[src/hdl/cklx_pkg.sv]
// Types, character constants and helper functions for the configuration lexer.
package cklx_pkg;

    // Parse phase; the two low bits double as the token kind of the result.
    typedef enum logic [1:0] {
        PH_HEAD  = 2'd0,
        PH_TAIL  = 2'd1,
        PH_VALUE = 2'd2,
        PH_EQ    = 2'd3
    } phase_t;

    // Closer awaited inside a shielded block or a comment.
    typedef enum logic [2:0] {
        CL_NONE    = 3'd0,
        CL_QUOTE   = 3'd1,
        CL_PAREN   = 3'd2,
        CL_BRACE   = 3'd3,
        CL_BRACKET = 3'd4,
        CL_ANGLE   = 3'd5,
        CL_LINE    = 3'd6
    } closer_t;

    typedef enum logic [2:0] {
        ERR_NONE       = 3'd0,
        ERR_DOT_START  = 3'd1,
        ERR_EQ_NO_KEY  = 3'd2,
        ERR_EMPTY_TAIL = 3'd3,
        ERR_NO_EQUALS  = 3'd4,
        ERR_EQ_IN_VAL  = 3'd5,
        ERR_UNFINISHED = 3'd6
    } err_t;

    localparam logic [7:0] CH_HASH    = 8'h23;
    localparam logic [7:0] CH_EQUALS  = 8'h3D;
    localparam logic [7:0] CH_DOT     = 8'h2E;
    localparam logic [7:0] CH_QUOTE   = 8'h22;
    localparam logic [7:0] CH_LPAREN  = 8'h28;
    localparam logic [7:0] CH_RPAREN  = 8'h29;
    localparam logic [7:0] CH_LBRACE  = 8'h7B;
    localparam logic [7:0] CH_RBRACE  = 8'h7D;
    localparam logic [7:0] CH_LBRACK  = 8'h5B;
    localparam logic [7:0] CH_RBRACK  = 8'h5D;
    localparam logic [7:0] CH_LANGLE  = 8'h3C;
    localparam logic [7:0] CH_RANGLE  = 8'h3E;
    localparam logic [7:0] CH_NEWLINE = 8'h0A;
    localparam logic [7:0] CH_SPACE   = 8'h20;
    localparam logic [7:0] CH_FF      = 8'h0C;
    localparam logic [7:0] CH_CR      = 8'h0D;
    localparam logic [7:0] CH_TAB     = 8'h09;
    localparam logic [7:0] CH_VT      = 8'h0B;
    localparam logic [7:0] CH_NUL     = 8'h00;

    typedef struct packed {
        phase_t  phase;
        logic    token_open;
        closer_t closer;
        logic    err_latched;
    } lex_state_t;

    typedef struct packed {
        logic       content_valid;
        logic [7:0] content_char;
        logic [1:0] token_kind;
        logic       token_end;
        logic       record_done;
        err_t       error_code;
        logic       buffer_ok;
    } lex_result_t;

    localparam lex_state_t LEX_RESET = '{
        phase:       PH_HEAD,
        token_open:  1'b0,
        closer:      CL_NONE,
        err_latched: 1'b0
    };

    // Character that ends a block; zero where no block is open.
    function automatic logic [7:0] closer_char(input closer_t cl);
        logic [7:0] ch;
        case (cl)
            CL_QUOTE:   ch = CH_QUOTE;
            CL_PAREN:   ch = CH_RPAREN;
            CL_BRACE:   ch = CH_RBRACE;
            CL_BRACKET: ch = CH_RBRACK;
            CL_ANGLE:   ch = CH_RANGLE;
            CL_LINE:    ch = CH_NEWLINE;
            default:    ch = CH_NUL;
        endcase
        return ch;
    endfunction

    function automatic closer_t opener_code(input logic [7:0] c);
        closer_t cl;
        case (c)
            CH_QUOTE:  cl = CL_QUOTE;
            CH_LPAREN: cl = CL_PAREN;
            CH_LBRACE: cl = CL_BRACE;
            CH_LBRACK: cl = CL_BRACKET;
            CH_LANGLE: cl = CL_ANGLE;
            default:   cl = CL_NONE;
        endcase
        return cl;
    endfunction

    function automatic logic is_space(input logic [7:0] c);
        return c inside {CH_SPACE, CH_FF, CH_NEWLINE, CH_CR, CH_TAB, CH_VT};
    endfunction

endpackage

[src/hdl/config_key_value_lexer_top.sv]
// Top level of the configuration key/value lexer: input register, lexer state and result register.
//
//  Channel | Handshake           | Payload
//  --------+---------------------+---------------------------------------------
//  input   | in_valid, in_ready  | char_byte, is_last
//  output  | out_valid, out_ready| content_valid, content_char, token_kind,
//          |                     | token_end, record_done, error_code, buffer_ok
//
// One word per clock cycle sustained while out_ready holds; a word is captured in the input
// register and its result then in the result register, the state update being a single step of logic
// between the input and result registers. Reset clears the lexer state and both valid
// flags. When the result register is full and not taken, the input register holds its
// word and in_ready falls once that register is occupied.
module config_key_value_lexer_top
    import cklx_pkg::*;
(
    input  logic       clk,
    input  logic       rst_n,
    input  logic       in_valid,
    output logic       in_ready,
    input  logic [7:0] char_byte,
    input  logic       is_last,
    output logic       out_valid,
    input  logic       out_ready,
    output logic       content_valid,
    output logic [7:0] content_char,
    output logic [1:0] token_kind,
    output logic       token_end,
    output logic       record_done,
    output logic [2:0] error_code,
    output logic       buffer_ok
);

    logic        in_valid_reg;
    logic [7:0]  char_reg;
    logic        last_reg;
    lex_state_t  state_reg;
    lex_state_t  state_next;
    lex_result_t result_next;
    lex_result_t result_reg;
    logic        out_valid_reg;
    logic        advance;
    logic        in_accept;
    logic        process;

    assign advance   = !out_valid_reg || out_ready;
    assign in_ready  = !in_valid_reg || advance;
    assign in_accept = in_valid && in_ready;
    assign process   = in_valid_reg && advance;

    cklx_step u_step (
        .state      (state_reg),
        .char_byte  (char_reg),
        .is_last    (last_reg),
        .state_next (state_next),
        .result     (result_next)
    );

    always_ff @(posedge clk or negedge rst_n)
    begin
        if (!rst_n)
        begin
            in_valid_reg  <= 1'b0;
            out_valid_reg <= 1'b0;
            state_reg     <= LEX_RESET;
        end
        else
        begin
            if (in_accept)
            begin
                in_valid_reg <= 1'b1;
            end
            else if (advance)
            begin
                in_valid_reg <= 1'b0;
            end
            if (advance)
            begin
                out_valid_reg <= in_valid_reg;
            end
            if (process)
            begin
                state_reg <= state_next;
            end
        end
    end

    always_ff @(posedge clk)
    begin
        if (in_accept)
        begin
            char_reg <= char_byte;
            last_reg <= is_last;
        end
        if (process)
        begin
            result_reg <= result_next;
        end
    end

    assign out_valid     = out_valid_reg;
    assign content_valid = result_reg.content_valid;
    assign content_char  = result_reg.content_char;
    assign token_kind    = result_reg.token_kind;
    assign token_end     = result_reg.token_end;
    assign record_done   = result_reg.record_done;
    assign error_code    = result_reg.error_code;
    assign buffer_ok     = result_reg.buffer_ok;

    // A word that reports a syntax error carries no token tags.
    assert property (@(posedge clk) disable iff (!rst_n)
        out_valid && error_code != ERR_NONE && error_code != ERR_UNFINISHED
        |-> !content_valid && !token_end && !record_done)
        else $error("error word carries token tags");

    // A clean buffer never reports an error on the same word.
    assert property (@(posedge clk) disable iff (!rst_n)
        out_valid && buffer_ok |-> error_code == ERR_NONE)
        else $error("buffer_ok with an error code");

    // A completed record always closes a value token.
    assert property (@(posedge clk) disable iff (!rst_n)
        out_valid && record_done |-> token_end && token_kind == PH_VALUE)
        else $error("record_done without a value token end");

    // After the last byte is processed the lexer state is back at reset.
    assert property (@(posedge clk) disable iff (!rst_n)
        process && last_reg |=> state_reg == LEX_RESET)
        else $error("lexer state not reset after the last byte");

endmodule

[src/hdl/cklx_step.sv]
// Combinational lexer step: one byte and the current state give the result and next state.
module cklx_step
    import cklx_pkg::*;
(
    input  lex_state_t  state,
    input  logic [7:0]  char_byte,
    input  logic        is_last,
    output lex_state_t  state_next,
    output lex_result_t result
);

    logic       cv;
    logic [1:0] kind;
    logic       tend;
    logic       rdone;
    err_t       err;
    logic       ok;
    closer_t    op;
    lex_state_t st;

    always_comb
    begin
        st    = state;
        cv    = 1'b0;
        kind  = 2'd0;
        tend  = 1'b0;
        rdone = 1'b0;
        err   = ERR_NONE;
        ok    = 1'b0;
        op    = opener_code(char_byte);

        if (!state.err_latched)
        begin
            if (closer_char(state.closer) != CH_NUL)
            begin
                // Inside a shielded block or a comment: everything is plain text.
                if (char_byte == closer_char(state.closer))
                begin
                    st.closer = CL_NONE;
                end
                if (state.token_open)
                begin
                    cv   = 1'b1;
                    kind = state.phase;
                end
            end
            else if (state.phase == PH_EQ)
            begin
                st.closer = CL_NONE;
                if (char_byte == CH_EQUALS)
                begin
                    st.phase = PH_VALUE;
                end
                else if (char_byte == CH_HASH)
                begin
                    st.closer = CL_LINE;
                end
                else if (!is_space(char_byte))
                begin
                    err = ERR_NO_EQUALS;
                end
            end
            else
            begin
                st.closer = CL_NONE;
                kind      = state.phase;
                if (char_byte == CH_DOT && state.phase == PH_HEAD)
                begin
                    if (!state.token_open)
                    begin
                        err = ERR_DOT_START;
                    end
                    else
                    begin
                        tend          = 1'b1;
                        st.token_open = 1'b0;
                        st.phase      = PH_TAIL;
                    end
                end
                else if (char_byte == CH_EQUALS)
                begin
                    if (state.phase == PH_VALUE)
                    begin
                        err = ERR_EQ_IN_VAL;
                    end
                    else if (!state.token_open)
                    begin
                        if (state.phase == PH_HEAD)
                        begin
                            err = ERR_EQ_NO_KEY;
                        end
                        else
                        begin
                            err = ERR_EMPTY_TAIL;
                        end
                    end
                    else
                    begin
                        tend          = 1'b1;
                        st.token_open = 1'b0;
                        st.phase      = PH_VALUE;
                    end
                end
                else if (op != CL_NONE)
                begin
                    st.token_open = 1'b1;
                    st.closer     = op;
                    cv            = 1'b1;
                end
                else if (char_byte == CH_HASH || is_space(char_byte))
                begin
                    if (state.token_open)
                    begin
                        tend          = 1'b1;
                        st.token_open = 1'b0;
                        if (state.phase == PH_VALUE)
                        begin
                            rdone    = 1'b1;
                            st.phase = PH_HEAD;
                        end
                        else
                        begin
                            st.phase = PH_EQ;
                        end
                    end
                    if (char_byte == CH_HASH)
                    begin
                        st.closer = CL_LINE;
                    end
                end
                else
                begin
                    st.token_open = 1'b1;
                    cv            = 1'b1;
                end
                if (!cv && !tend)
                begin
                    kind = 2'd0;
                end
            end

            if (err != ERR_NONE)
            begin
                st.err_latched = 1'b1;
                cv    = 1'b0;
                kind  = 2'd0;
                tend  = 1'b0;
                rdone = 1'b0;
            end
            else if (is_last)
            begin
                if (st.phase != PH_HEAD || st.token_open)
                begin
                    err = ERR_UNFINISHED;
                end
                else
                begin
                    ok = 1'b1;
                end
            end
        end

        // The lexer starts afresh after the final byte of a buffer.
        state_next = is_last ? LEX_RESET : st;

        result.content_valid = cv;
        result.content_char  = cv ? char_byte : CH_NUL;
        result.token_kind    = kind;
        result.token_end     = tend;
        result.record_done   = rdone;
        result.error_code    = err;
        result.buffer_ok     = ok;
    end

endmodule
[config.mk]
export PLATFORM = sky130hd
export DESIGN_NAME = config_key_value_lexer_top
export DESIGN_NICKNAME = d
export VERILOG_FILES = /design/src/hdl/cklx_pkg.sv /design/src/hdl/config_key_value_lexer_top.sv /design/src/hdl/cklx_step.sv
export SDC_FILE = /design/constraint.sdc
export NUM_CORES = 1
export LEC_CHECK = 0
export BUFFER_PORTS_ARGS = -buffer_cell sky130_fd_sc_hd__buf_2
export CORE_MARGIN = 1.5
export CORE_UTILIZATION = 50
export CTS_CLUSTER_DIAMETER = 150
export DETAILED_ROUTE_END_ITERATION = 6
export PLACE_DENSITY = 0.83
export SYNTH_ARGS = -nofsm -noshare
export SYNTH_HDL_FRONTEND = slang
export SYNTH_SLANG_ARGS = --single-unit
[constraint.sdc]
create_clock -name clk -period 6.7 [get_ports clk]
set_input_delay 1.34 -clock clk [delete_from_list [all_inputs] [get_ports clk]]
set_output_delay 1.34 -clock clk [all_outputs]
set_load 0.05 [all_outputs]
# Word level (Yosys, flattened, before mapping)
# Index checks and enable logic that the tools add are counted.
# totals
register_bits	35
latch_bits	0
mem_bits_rw	0
romBits	0
memories	0
# op_classes
add_sub_neg	0
multipliers	0
n_div	0
n_lt_le_gt_ge	0
n_eq_ne	25
shift	0
muxes	75
bitwise_logic	3
reduce_logical	25
# ops
operator	n
3-bit two-way mux	29
8-bit by 6-bit equality test with 1-bit output (second input constant)	7
7-bit one-hot mux with 6 select lines	1
8-bit by 4-bit equality test with 1-bit output (second input constant)	5
1-bit two-way mux	29
8-bit two-way mux	3
2-bit two-way mux	9
8-bit by 7-bit equality test with 1-bit output (second input constant)	2
3-bit one-hot mux with 5 select lines	1
7-bit two-way mux	2
3-bit equality test (second input constant)	3
9-bit OR reduction	1
8-bit equality test	1
8-bit nonzero test	1
3-bit by 2-bit equality test with 1-bit output (second input constant)	2
3-bit nonzero test	2
6-bit nonzero test	1
2-bit equality test (second input constant)	2
1-bit logical AND	4
1-bit zero test	4
1-bit logical OR	4
4-bit two-way mux	1
2-bit nonzero test	2
4-bit OR reduction	1
9 further kinds	11

# Depth between registers and ports, before layout
# logic_depth
depth_word	15
mapped_depth	8
ltp_nobuf	6

# Modules after synthesis
# A second synthesis with hierarchy kept.
# unflattened
hier_cells	227
area_unflattened_um2	2353.5
# by_module_without_submodules
module	instances	cells_each	area_per_inst_um2	seq_area_each_um2
cklx_step	1	178	1186.1	0.0
config_key_value_lexer_top	1	49	1167.4	1006.0

# Worst setup path after synthesis
# Ideal clock, no wire load.
# synth_path
path_type	in2reg
from	in out_ready
to	reg state_reg[2] in the netlist's numbering
arrival_time_ns	3.121
required_ns	6.634
setup_slack_ns	3.512
cell_stages	7
path_buffers	1
path_cell_list	nand2b_1 -> and2_1 -> clkbuf_1 -> nor3b_1 -> nand2_1 -> a2111oi_0 -> a22o_1
# synth_between
elab_chain_cells	3
# synth_rtl
item	line_no	text
from (decl)	config_key_value_lexer_top.sv:24	input logic out_ready,
1-bit logical OR	config_key_value_lexer_top.sv:46	assign advance = !out_valid_reg || out_ready;
1-bit logical AND	config_key_value_lexer_top.sv:49	assign process = in_valid_reg && advance;
net process	config_key_value_lexer_top.sv:44	logic process;
3-bit AND reduction (no line)	-	
to (signal assigned)	config_key_value_lexer_top.sv:83	state_reg <= state_next;
to (decl)	config_key_value_lexer_top.sv:37	lex_state_t state_reg;
# The timed path passes the listed nets, and every way through them passes these cells.
# A chain may end at the register's enable or synchronous reset.

# Final worst setup path
# layout_path
from	in out_ready
to	out in_ready
# layout_between
elab_chain_cells	2
# layout_rtl
item	line_no	text
1-bit logical OR	config_key_value_lexer_top.sv:46	
1-bit logical OR	config_key_value_lexer_top.sv:47	assign in_ready = !in_valid_reg || advance;
to (decl)	config_key_value_lexer_top.sv:20	output logic in_ready,
# No other way between the ends.

==> flow_summary.toml <==
[worst_setup_path]
crit_path_end_kind = "output pin"
cpMaxStageDelayCell = "buf_2"
series_of_cell_instances_along_the_critical_path = "buf_2 -> nand3b_1 -> buf_2"
path_max_fanout = 3
worst_setup_path_class = "input pin to output pin"
crit_path_frequent_cell = "buf_2"
crit_path_start = "out_ready"
worst-endpoint-required_ps = 5360
critical_path_s_largest_stage_delay_ps = 230
worst_ep_arrival_time_ps = 1840
r2r_start = "char_reg[4]"
worst_setup_path_start_kind = "input pin"

[logic_synthesis]
synth.most_common_cell = "edfxtp_1"
synth.yosys.seq_area_share_pct = 48.6
synth_flop_cell = "edfxtp_1"
ys_warnings = 0
synth_edf_count = 26
avgSynthCellArea_um2 = 10.5
syn-num-nets = 211
synth_top_cell_by_area = "edfxtp_1"
synthArstFlopShare_pct = 25.7
synth_area_um2 = 2070
synth_commonest_cells = "edfxtp_1, nor2_1, and2_1, nand2_1, o21ai_0"
synth_cells = 198
synth_seq_cells = 35
synth.area.top_cells = "edfxtp_1, dfrtp_1, and2_1, nor2_1, o21ai_0"
yosysUniqueCellTypes = 63
synth_top_area_share_pct = 37.7

[final_layout]
antennaDiodeCount = 0
fill_cells = 351
layout_cell_share_with_drive_strength_beyond_1_pct = 25.7
layout.nets = 234
flow.area_growth_from_synthesis_pct = 10.7
multiInputGateArea_um2 = 972
ff_latch_area_um2 = 1010
final_design_area_no_fill_um2 = 2290

[placed_design]
port-buffer-count = 31
finalWeightedCongestion = 0.864
post-dp-hpwl_um = 2930
place_area_um2 = 2200
pre_cts_slack_ps = 3240

[power_and_ir_drop]
netSwitchingPower_uw = 146
vdd_drop_max_v = 0.000115
power.density_nw_per_um2 = 220
pwr-share-clk_pct = 30.8
p_leak_nw = 0.848
power.combinational.fraction_pct = 16.0
switching_share_pct = 29.0
intPower_uw = 359
pwr-share-seq_pct = 53.2

[timing]
worst_slew_pin_slew_ps = 900
final-setup-viol-count = 0
period_needed_ps = 3180
finalMaxSlewViolations = 0
finalHoldViolCount = 0
post-route-worst-setup-slack_ps = 3520
fmaxAchievable_mhz = 314
timing.slew.headroom_pct = 40.0
setup_total_negative_slack_ps = 0
rsz0062_at_grt = "no"
fin_skew_ps = 8.16
final_min_period_over_clock_period_pct = 47.5

[global_routing]
maximum_number_of_pins_on_one_net_before_global_route_repair = 24
grt_pass1_vias = 1463
global_route.overflow_total = 0
grt_first_pass_wirelength_um = 6730
grt_usage_pct = 20.3
antenna_found_initial = 0

[die]
die-width_um = 67.4
cell_rows = 23
core-area_um2 = 4000
initial_utilization_pct = 51.8
floorplan.die_area_um2 = 4540
fp.dieH_um = 67.4
pin_count = 32

[route]
final_antenna_net_count = 0
drt-initial-drc-count = 151
vias_per_cell = 6.10
wl_um = 4160
drc = 0
detailroute.via_count = 1658
routed_wire_length_per_instance_um = 15.3
detail_route.first_pass.iterations = 4

[cts]
worstSkewPairLatency_ps = 300
cts_htree_levels = 2
cts_sinks = 35
cts.reportedPaths.clkPinSlew_ps = 70
cts_setup_buffers = 0
cts_tree = "done"
clockRootBuffer = "clkbuf_8"
post_cts_hold_buffers = 0
clock_path_buffers = 2
number_of_buffers_created_by_cts = 5
post_cts_resized = 0

[outcome]
run_status = "finished clean"

[run]
maxCapViolations = 0

[hold_path]
worst_hold_path_type = "register to register"
hold_path_startpoint = "in_valid_reg"
[cells in the final DEF, fill, tap and decap left out, types with 6 or more instances in the layout]
cell type / netlist / final
nand2_1: 11 / 11
a21oi_1: 6 / 6
and2_1: 11 / 11
o21ai_0: 11 / 11
dfrtp_1: 9 / 9
nand3_1: 7 / 7
edfxtp_1: 26 / 26
nand2b_1: 8 / 8
clkbuf_8: 2 / 6
buf_2: 2 / 31
nor2_1: 16 / 16
[cell families (layout without fill, tap and decap cells)]
logic type | after synthesis | count (layout) | synth area share (%)
DFF | 35 | 35 | 48.6
AOI/OAI and AO/OA | 46 | 46 | 15.8
muxes | 2 | 2 | 1.03
and+or+nand+nor | 96 | 96 | 29.3
xor gates and xnor gates | 2 | 2 | 0.846
buffers and inverters | 17 | 41 | 4.53
[worst paths after layout]
check,cells past startpoint,endpoint,slack [ps]
worst max register to register,6,error_code[1],3990
min in group asynchronous,1,state_reg[0],880
max in group asynchronous,1,state_reg[1],5630
worst max-delay path,3,in_ready,3520
worst min register to register,1,out_valid,500
worst min-delay path,1,out_valid,500
[per-stage QoR]
stage | util, % | instances | hold slack [ps] | power (mW)
floorplan | - | 198 | 449 | 0.337
global placement | 55.1 | 264 | 477 | 0.351
detailed placement | 55.1 | 264 | 475 | 0.353
CTS | 57.4 | 272 | 502 | 0.507
global route | 57.4 | 272 | 528 | 0.523
finish | 57.4 | 272 | 503 | 0.505
[power by group through the flow]
stage                     clock [mW]  combinational [mW]  sequential (mW)
after floorplan                    0              0.0446            0.292
after global routing           0.164              0.0878            0.271
after CTS                      0.158              0.0813            0.268
after detailed placement           0              0.0810            0.272
final                          0.156              0.0808            0.269
after global placement             0              0.0793            0.272
[area by class of cell]
cell class | count | share of cell area [%]
clock buffer | 7 | 3.76
clock inverter | 1 | 0.218
inverter | 2 | 0.327
multi-input combinational | 146 | 42.4
sequential | 35 | 43.8
tap | 50 | 2.73
timing repair buffer | 31 | 6.76
[worst max-delay path: cells and delay by family]
family	cells	cell delay [ps]
simple gates	1	170
buf+inv	2	330
[per-layer routing]
metal	vias up	track usage (%)	share of wire [%]
li1	810	-	-
met3	16	6.50	6.1
met2	73	30.0	47
met1	759	25.9	44
met4	0	12.2	3.2
met5	-	0	0
Note: power is estimated with default switching activity, not from simulation.
